### src/sv/flow_tuple_hash_dispatch_assert.svh
// Assertion macros for the flow hash dispatch block.
// Needs clk and rst_n in the scope where a macro is used.
`ifndef FLOW_TUPLE_HASH_DISPATCH_ASSERT_SVH
`define FLOW_TUPLE_HASH_DISPATCH_ASSERT_SVH

// Same-cycle implication, checked out of reset.
`define FTD_ASSERT_IMPL(lbl, ante, cons) \
  lbl: assert property (@(posedge clk) disable iff (!rst_n) (ante) |-> (cons)) \
    else $error("ftd assertion failed");

// Next-cycle implication, checked out of reset.
`define FTD_ASSERT_NEXT(lbl, ante, cons) \
  lbl: assert property (@(posedge clk) disable iff (!rst_n) (ante) |=> (cons)) \
    else $error("ftd assertion failed");

`endif

### src/sv/ftd_pkg.sv
// Constants, types and CRC-16 helpers for the flow hash dispatch block.
// No dependencies.
package ftd_pkg;

  localparam int CRC_W  = 16;
  localparam int WORD_W = 64;
  localparam int BYTE_W = 8;

  localparam logic [CRC_W-1:0] CRC_POLY = 16'h1021;
  localparam logic [CRC_W-1:0] CRC_SEED = 16'hFFFF;

  // register indexes (byte address = 4 * index)
  localparam int CFG_ADDR_W = 5;
  localparam logic [2:0] REG_USE_PROTOCOL = 3'd0;
  localparam logic [2:0] REG_FOLD_TO_BYTE = 3'd1;
  localparam logic [2:0] REG_WEIGHT_TOTAL = 3'd2;
  localparam logic [2:0] REG_WEIGHT_CORE0 = 3'd3;
  localparam logic [2:0] REG_WEIGHT_CORE1 = 3'd4;

  localparam logic        RST_USE_PROTOCOL = 1'b0;
  localparam logic        RST_FOLD_TO_BYTE = 1'b1;
  localparam logic [15:0] RST_WEIGHT_TOTAL = 16'd10;
  localparam logic [15:0] RST_WEIGHT_CORE0 = 16'd4;
  localparam logic [15:0] RST_WEIGHT_CORE1 = 16'd6;

  // pipeline: three CRC stages, one combine stage, one divider stage per
  // hash bit, one output stage
  localparam int FRONT_STAGES   = 4;
  localparam int NUM_DIV_STAGES = CRC_W;
  localparam int NUM_STAGES     = FRONT_STAGES + NUM_DIV_STAGES + 1;

  typedef logic [WORD_W-1:0][CRC_W-1:0] word_cols_t;
  typedef logic [CRC_W-1:0][CRC_W-1:0]  state_cols_t;

  // Bit-serial CRC; only evaluated at elaboration to build the matrices.
  function automatic logic [CRC_W-1:0] crc_serial(logic [CRC_W-1:0] c,
                                                  logic [WORD_W-1:0] w);
    logic [CRC_W-1:0] r;
    r = c;
    for (int i = WORD_W - 1; i >= 0; i--) begin
      if (r[CRC_W-1] ^ w[i]) begin
        r = {r[CRC_W-2:0], 1'b0} ^ CRC_POLY;
      end else begin
        r = {r[CRC_W-2:0], 1'b0};
      end
    end
    return r;
  endfunction

  function automatic word_cols_t mk_word_cols();
    word_cols_t cols;
    for (int i = 0; i < WORD_W; i++) begin
      cols[i] = crc_serial('0, WORD_W'(1) << i);
    end
    return cols;
  endfunction

  function automatic state_cols_t mk_state_cols();
    state_cols_t cols;
    for (int j = 0; j < CRC_W; j++) begin
      cols[j] = crc_serial(CRC_W'(1) << j, '0);
    end
    return cols;
  endfunction

  localparam word_cols_t  WORD_COLS  = mk_word_cols();
  localparam state_cols_t STATE_COLS = mk_state_cols();

  // CRC over one 64-bit word: the CRC is linear, so each set bit of the
  // word and of the old state adds a fixed column (flat XOR tree).
  function automatic logic [CRC_W-1:0] crc_word(logic [CRC_W-1:0] c,
                                                logic [WORD_W-1:0] w);
    logic [CRC_W-1:0] r;
    r = '0;
    for (int i = 0; i < WORD_W; i++) begin
      if (w[i]) r = r ^ WORD_COLS[i];
    end
    for (int j = 0; j < CRC_W; j++) begin
      if (c[j]) r = r ^ STATE_COLS[j];
    end
    return r;
  endfunction

endpackage

### src/sv/flow_tuple_hash_dispatch.sv
// Flow hash and core dispatch: CRC-16 tuple hash, remainder, range lookup (ftd_pkg, assert macros).
// Takes one request per cycle unless a stalled output has backed up every stage.
// Stages: word0, word1, ports, combine/fold, 16 restoring-divider stages
// (one hash bit each, set by the 16-bit hash width), output register.
// Empty stages fill while the output is stalled. Reset (rst_n low, sync)
// clears all valid bits and loads the register defaults.
`include "flow_tuple_hash_dispatch_assert.svh"

module flow_tuple_hash_dispatch
  import ftd_pkg::*;
(
  input  logic                  clk,
  input  logic                  rst_n,
  // request channel
  input  logic                  in_valid,
  output logic                  in_stall,
  input  logic                  in_is_ipv6,
  input  logic                  in_include_ports,
  input  logic [WORD_W-1:0]     in_src_word0,
  input  logic [WORD_W-1:0]     in_src_word1,
  input  logic [WORD_W-1:0]     in_dst_word0,
  input  logic [WORD_W-1:0]     in_dst_word1,
  input  logic [15:0]           in_src_port,
  input  logic [15:0]           in_dst_port,
  input  logic [7:0]            in_protocol,
  // result channel
  output logic                  out_valid,
  input  logic                  out_stall,
  output logic [CRC_W-1:0]      out_flow_hash,
  output logic                  out_core_index,
  // configuration
  input  logic                  psel,
  input  logic                  penable,
  input  logic                  pwrite,
  input  logic [CFG_ADDR_W-1:0] paddr,
  input  logic [31:0]           pwdata,
  output logic [31:0]           prdata,
  output logic                  pready
);

  localparam int LAST = NUM_STAGES - 1;
  localparam int DLST = NUM_DIV_STAGES - 1;

  // configuration registers
  logic        use_protocol_r;
  logic        fold_to_byte_r;
  logic [15:0] weight_total_r;
  logic [15:0] weight_core0_r;
  logic [15:0] weight_core1_r;
  logic        cfg_wr;

  assign pready = 1'b1;
  assign cfg_wr = psel && penable && pwrite && pready;

  always_ff @(posedge clk) begin
    if (!rst_n) begin
      use_protocol_r <= RST_USE_PROTOCOL;
      fold_to_byte_r <= RST_FOLD_TO_BYTE;
      weight_total_r <= RST_WEIGHT_TOTAL;
      weight_core0_r <= RST_WEIGHT_CORE0;
      weight_core1_r <= RST_WEIGHT_CORE1;
    end else if (cfg_wr) begin
      case (paddr[4:2])
        REG_USE_PROTOCOL: use_protocol_r <= pwdata[0];
        REG_FOLD_TO_BYTE: fold_to_byte_r <= pwdata[0];
        REG_WEIGHT_TOTAL: weight_total_r <= pwdata[15:0];
        REG_WEIGHT_CORE0: weight_core0_r <= pwdata[15:0];
        REG_WEIGHT_CORE1: weight_core1_r <= pwdata[15:0];
        default: ;
      endcase
    end
  end

  always_comb begin
    case (paddr[4:2])
      REG_USE_PROTOCOL: prdata = {31'b0, use_protocol_r};
      REG_FOLD_TO_BYTE: prdata = {31'b0, fold_to_byte_r};
      REG_WEIGHT_TOTAL: prdata = {16'b0, weight_total_r};
      REG_WEIGHT_CORE0: prdata = {16'b0, weight_core0_r};
      REG_WEIGHT_CORE1: prdata = {16'b0, weight_core1_r};
      default:          prdata = '0;
    endcase
  end

  // valid bits and per-stage advance; a stage loads when it is empty or
  // its contents move on
  logic [NUM_STAGES-1:0] v_r;
  logic [NUM_STAGES-1:0] go;

  always_comb begin
    go[LAST] = !v_r[LAST] || !out_stall;
    for (int k = LAST - 1; k >= 0; k--) begin
      go[k] = !v_r[k] || go[k+1];
    end
  end

  assign in_stall  = !go[0];
  assign out_valid = v_r[LAST];

  always_ff @(posedge clk) begin
    if (!rst_n) begin
      v_r <= '0;
    end else begin
      if (go[0]) v_r[0] <= in_valid;
      for (int k = 1; k < NUM_STAGES; k++) begin
        if (go[k]) v_r[k] <= v_r[k-1];
      end
    end
  end

  // stage 1: first word (IPv4 address sits in the top half), protocol CRC
  logic [CRC_W-1:0]  s1_src_crc_r, s1_dst_crc_r, s1_prot_crc_r;
  logic              s1_v6_r, s1_ports_r;
  logic [WORD_W-1:0] s1_src_w1_r, s1_dst_w1_r;
  logic [15:0]       s1_sport_r, s1_dport_r;
  logic [WORD_W-1:0] src_w0_nxt, dst_w0_nxt;

  assign src_w0_nxt = in_is_ipv6 ? in_src_word0 : {in_src_word0[31:0], 32'b0};
  assign dst_w0_nxt = in_is_ipv6 ? in_dst_word0 : {in_dst_word0[31:0], 32'b0};

  always_ff @(posedge clk) begin
    if (go[0]) begin
      s1_src_crc_r  <= crc_word(CRC_SEED, src_w0_nxt);
      s1_dst_crc_r  <= crc_word(CRC_SEED, dst_w0_nxt);
      s1_prot_crc_r <= use_protocol_r ?
                       crc_word(CRC_SEED, {in_protocol, {(WORD_W-BYTE_W){1'b0}}}) :
                       CRC_SEED;
      s1_v6_r       <= in_is_ipv6;
      s1_ports_r    <= in_include_ports;
      s1_src_w1_r   <= in_src_word1;
      s1_dst_w1_r   <= in_dst_word1;
      s1_sport_r    <= in_src_port;
      s1_dport_r    <= in_dst_port;
    end
  end

  // stage 2: second IPv6 word
  logic [CRC_W-1:0] s2_src_crc_r, s2_dst_crc_r, s2_prot_crc_r;
  logic             s2_ports_r;
  logic [15:0]      s2_sport_r, s2_dport_r;

  always_ff @(posedge clk) begin
    if (go[1]) begin
      s2_src_crc_r  <= s1_v6_r ? crc_word(s1_src_crc_r, s1_src_w1_r) : s1_src_crc_r;
      s2_dst_crc_r  <= s1_v6_r ? crc_word(s1_dst_crc_r, s1_dst_w1_r) : s1_dst_crc_r;
      s2_prot_crc_r <= s1_prot_crc_r;
      s2_ports_r    <= s1_ports_r;
      s2_sport_r    <= s1_sport_r;
      s2_dport_r    <= s1_dport_r;
    end
  end

  // stage 3: port as two bytes plus six zero bytes
  logic [CRC_W-1:0] s3_src_crc_r, s3_dst_crc_r, s3_prot_crc_r;

  always_ff @(posedge clk) begin
    if (go[2]) begin
      s3_src_crc_r  <= s2_ports_r ? crc_word(s2_src_crc_r, {s2_sport_r, 48'b0}) :
                       s2_src_crc_r;
      s3_dst_crc_r  <= s2_ports_r ? crc_word(s2_dst_crc_r, {s2_dport_r, 48'b0}) :
                       s2_dst_crc_r;
      s3_prot_crc_r <= s2_prot_crc_r;
    end
  end

  // stage 4: combine and fold
  logic [CRC_W-1:0] s4_hash_r;
  logic [CRC_W-1:0] mix_nxt;

  assign mix_nxt = s3_src_crc_r ^ s3_dst_crc_r ^ s3_prot_crc_r;

  always_ff @(posedge clk) begin
    if (go[3]) begin
      s4_hash_r <= fold_to_byte_r ? {8'b0, mix_nxt[7:0] ^ mix_nxt[15:8]} : mix_nxt;
    end
  end

  // restoring remainder, MSB first, one hash bit per stage
  logic [CRC_W-1:0] dv_hash_r [NUM_DIV_STAGES];
  logic [CRC_W-1:0] dv_rem_r  [NUM_DIV_STAGES];
  logic [CRC_W-1:0] dv_rem_nxt[NUM_DIV_STAGES];

  for (genvar j = 0; j < NUM_DIV_STAGES; j++) begin : g_div
    logic [CRC_W-1:0] hash_in;
    logic [CRC_W-1:0] rem_in;
    logic [CRC_W:0]   trial;
    logic [CRC_W:0]   diff;

    if (j == 0) begin : g_first
      assign hash_in = s4_hash_r;
      assign rem_in  = '0;
    end else begin : g_rest
      assign hash_in = dv_hash_r[j-1];
      assign rem_in  = dv_rem_r[j-1];
    end

    assign trial = {rem_in, hash_in[CRC_W-1-j]};
    assign diff  = trial - {1'b0, weight_total_r};

    always_comb begin
      if (trial >= {1'b0, weight_total_r}) begin
        dv_rem_nxt[j] = diff[CRC_W-1:0];
      end else begin
        dv_rem_nxt[j] = trial[CRC_W-1:0];
      end
    end

    always_ff @(posedge clk) begin
      if (go[FRONT_STAGES+j]) begin
        dv_hash_r[j] <= hash_in;
        dv_rem_r[j]  <= dv_rem_nxt[j];
      end
    end
  end

  // output stage: range lookup; a zero modulus passes the hash through
  logic [CRC_W-1:0] out_flow_hash_r;
  logic             out_core_index_r;
  logic [CRC_W-1:0] rem_fin;
  logic [CRC_W:0]   edge1;
  logic             core_nxt;

  assign rem_fin  = (weight_total_r == '0) ? dv_hash_r[DLST] : dv_rem_r[DLST];
  assign edge1    = {1'b0, weight_core0_r} + {1'b0, weight_core1_r};
  assign core_nxt = (rem_fin >= weight_core0_r) && ({1'b0, rem_fin} < edge1);

  always_ff @(posedge clk) begin
    if (go[LAST]) begin
      out_flow_hash_r  <= dv_hash_r[DLST];
      out_core_index_r <= core_nxt;
    end
  end

  assign out_flow_hash  = out_flow_hash_r;
  assign out_core_index = out_core_index_r;

  // a refused request means every stage holds an item behind a stalled output
  `FTD_ASSERT_IMPL(a_stall_only_when_full, in_stall, (&v_r) && out_stall)
  // divider result is a true remainder
  `FTD_ASSERT_IMPL(a_rem_below_total, v_r[LAST-1] && (weight_total_r != '0),
                   dv_rem_r[DLST] < weight_total_r)
  // folded hash keeps its upper byte clear
  `FTD_ASSERT_IMPL(a_fold_upper_zero, out_valid && fold_to_byte_r,
                   out_flow_hash[15:8] == 8'b0)
  // an item in the last divider stage reaches the output register next
  `FTD_ASSERT_NEXT(a_drain_to_output, v_r[LAST-1] && go[LAST-1], out_valid)

endmodule

### config.mk
export PLATFORM = sky130hd
export DESIGN_NAME = flow_tuple_hash_dispatch
export DESIGN_NICKNAME = d
export VERILOG_FILES = /design/src/sv/ftd_pkg.sv /design/src/sv/flow_tuple_hash_dispatch.sv
export VERILOG_INCLUDE_DIRS = /design/src /design/src/sv
export SDC_FILE = /design/constraint.sdc
export NUM_CORES = 2
export LEC_CHECK = 0
export BUFFER_PORTS_ARGS = -buffer_cell sky130_fd_sc_hd__clkbuf_2
export CAP_MARGIN = 20
export CELL_PAD_IN_SITES_DETAIL_PLACEMENT = 0
export CELL_PAD_IN_SITES_GLOBAL_PLACEMENT = 1
export CORE_MARGIN = 4
export CORE_UTILIZATION = 45
export DETAILED_ROUTE_END_ITERATION = 8
export GPL_TIMING_DRIVEN = 1
export PLACE_DENSITY_LB_ADDON = 0.1
export SLEW_MARGIN = 15
export SYNTH_ARGS = -nofsm -noshare
export SYNTH_HDL_FRONTEND = slang
export SYNTH_SLANG_ARGS = --single-unit
### constraint.sdc
create_clock -name clk -period 13 [get_ports clk]
set_input_delay 0.65 -clock clk [delete_from_list [all_inputs] [get_ports clk]]
set_output_delay 0.65 -clock clk [all_outputs]
set_load 0.02 [all_outputs]
==> impl_metrics.json <==
{
  "outcome": "complete, no violations",
  "synth_edf_count": 884,
  "grt_pass1_wl_um": 227200,
  "netlist-cell-type-count": 85,
  "syn_inst": 5151,
  "p_int_uw": 11060,
  "postCtsSetupRepairBufs": 0,
  "cp.required_ns": 13.31,
  "drive_above_1_share_pct": 11.81,
  "critPathKind": "reg2reg",
  "placed_cells": 7145,
  "fin_skew_ns": 0.03310,
  "nNetsFinal": 6157,
  "drt_wl_total_um": 149600,
  "syn_to_final_growth_pct": 12.11,
  "hold_viol": 0,
  "cpMaxStageDelayCell": "buf_4",
  "multi_input_area_um2": 30140,
  "ys_warn_count": 0,
  "track_usage_pct": 21.48,
  "cp-end-kind": "flop",
  "dr_total_vias": 37923,
  "dpl.hpwl_um": 115900,
  "clk_latency_ns": 0.71,
  "post_cts_resized": 0,
  "core-area_um2": 130300,
  "row_count": 132,
  "switching_share_pct": 37.34,
  "drv_slew": 0,
  "start_kind": "flop",
  "syn_avg_cell_area_um2": 11.52,
  "vias_per_cell": 5.167,
  "ir_drop_v": 0.0001763,
  "start_util_pct": 45.54,
  "drc_errors": 0,
  "worst_pin_slew_ns": 1.070,
  "cts_root_buf": "clkbuf_16",
  "relSlewSlack_pct": 28.44,
  "ys_ff_latch": 955,
  "die_w_um": 371.2,
  "p_switching_uw": 6595,
  "worst-path-max-fanout": 64,
  "grt_setup_unrepaired": "false",
  "final_common_cell": "xnor2_1",
  "p_comb_share_pct": 53.4,
  "finalSetupViolations": 0,
  "cts_made_buffers": 105,
  "leakage_uw": 0.02504,
  "crit_arrival_ns": 5.88,
  "fp.dieH_um": 371.2,
  "synth-seq-area-share_pct": 47.12,
  "grt_max_degree": 75,
  "gr-total-overflow": 0,
  "avgRoutedWirePerCell_um": 20.38,
  "tritoncts": "built",
  "drv_cap": 0,
  "tns_ns": 0,
  "final_cell_mix": "1201 x xnor2_1, 884 x edfxtp_1, 357 x clkbuf_2, 349 x xor2_1, 336 x nand2_1",
  "period_needed_ns": 5.579,
  "p_seq_share_pct": 29.7,
  "boundaryPins": 394,
  "die_area_um2": 137800,
  "crit_chain": "and3_1, and4_1, and3_1, inv_2, nor3_2, and3_1, and3_2, nand3_4, buf_4, buf_4, buf_4",
  "numPortBuffers": 358,
  "synth-async-reset-ratio_pct": 0,
  "regArea_um2": 27970,
  "ant_nets": 0,
  "slowest_delay_ns": 0.73,
  "hold_buffers": 0,
  "fmaxAchievable_mhz": 179.2,
  "cts.htree.levels": 3,
  "netlist_area_um2": 59350,
  "hold_path_class": "in2reg",
  "final_cells": 7340,
  "powerDensity_nw_per_um2": 265.4,
  "clk_pin_slew_ns": 0.06,
  "cts_sinks": 955,
  "grt_pass1_vias": 38621,
  "fill_cells": 11700,
  "drtIter0Drc": 2169,
  "holdWs_ns": 0.1135,
  "ys.flop_type": "edfxtp_1",
  "clock_power_share_pct": 16.9,
  "period_share_pct": 42.91,
  "gp_congestion": 0.8953,
  "antenna_found_initial": 3,
  "cts_buffer_depth": 3,
  "dr.pass1.iters": 5
}
==> kinds of logic (layout without fill, tap and decap cells) <==
family,after synthesis,after routing,share of synthesized area [%]
AOI/OAI and AO/OA,827,827,8.754
other,2,18,0.01265
xor gates and xnor gates,1561,1561,23.22
muxes,243,243,4.497
DFF,955,955,47.12
buffers and inverters,325,756,2.245
adders and majority gates,305,305,6.633
and+or+nand+nor,933,933,7.514
==> stage by stage <==
stage / util [%] / area, um^2 / total power, uW / setup WS, ns
3_3_place_gp: 48.38 / 63040 / 14730 / 7.045
2_1_floorplan: - / 59400 / 12750 / 3.705
3_5_place_dp: 48.38 / 63040 / 14780 / 6.929
6_report: 51.06 / 66530 / 17660 / 7.421
4_1_cts: 51.06 / 66530 / 17870 / 7.326
5_1_grt: 51.06 / 66530 / 18920 / 6.982
==> power by group through the flow <==
stage               Clock, uW  Sequential, uW  Combinational, uW
CTS                      3080            5260               9530
global route             3200            5320              10400
finish                   2980            5240               9440
global placement            0            5310               9420
floorplan                   0            5030               7710
detailed placement          0            5320               9460
==> cell usage after synthesis, types with 42 or more instances <==
master | n | area share (%)
nor2b_1 | 89 | 0.94
ha_1 | 289 | 6.1
nor3_1 | 56 | 0.47
inv_1 | 145 | 0.92
xnor2_1 | 1201 | 18
mux2_1 | 131 | 2.5
mux2i_1 | 65 | 1.1
xor2_1 | 349 | 5.2
edfxtp_1 | 884 | 45
nor2_1 | 186 | 1.2
nand2_1 | 337 | 2.1
o21ai_1 | 105 | 0.89
nand4_1 | 51 | 0.54
nand2b_1 | 42 | 0.44
o21a_1 | 69 | 0.87
nand3_1 | 58 | 0.49
dfxtp_1 | 71 | 2.4
o21ai_0 | 90 | 0.76
a21boi_0 | 46 | 0.58
clkbuf_1 | 111 | 0.70
a21o_1 | 72 | 0.91
mux2_2 | 45 | 0.85
a21oi_1 | 249 | 2.1
==> layout make-up <==
cell class | instances | share of cell area, %
repair buffers | 411 | 3.295
inverters | 151 | 0.8519
well taps | 1742 | 3.276
multi-input cells | 3886 | 45.29
diodes | 1 | 0.003761
clock inverters | 68 | 1.066
flip-flops and latches | 955 | 42.04
clock buffers | 126 | 4.177
==> worst paths after layout <==
kind	slack (ns)	from	end	depth (start not counted)
hold reg to reg	0.39	s1_sport_r[8]$_DFFE_PN_	s2_sport_r[8]$_DFFE_PP_	0
hold / removal	0.11	in_dst_port[15]	s1_dport_r[15]$_DFFE_PN_	1
setup reg to reg	7.42	v_r[20]$_SDFFE_PN0P_	s1_src_crc_r[13]$_DFFE_PN_	11
setup / recovery	7.42	v_r[20]$_SDFFE_PN0P_	s1_src_crc_r[13]$_DFFE_PN_	11
==> critical path: cells and delay by family (launching register included) <==
kind                   cells  cell delay, ns
buffers and inverters      4            2.56
and+or+nand+nor            7            2.12
DFF                        1            0.33
==> layer usage <==
metal	global-route usage [%]	part of all wire (%)	wire length (um)
met5	0	0	0
met4	6.084	2.8	4260
met3	2.457	3.0	4448
met2	39.09	51	76940
met1	26.86	43	63980
==> flip-flops by register name, indices dropped and copies added, names as in the netlist, 21 cells and up <==
register and flops:
dv_hash_r 256, dv_rem_r 256, s1_dst_w1_r 64, s1_src_w1_r 64
v_r 21
No activity file was read; power rests on OpenSTA's default activity.
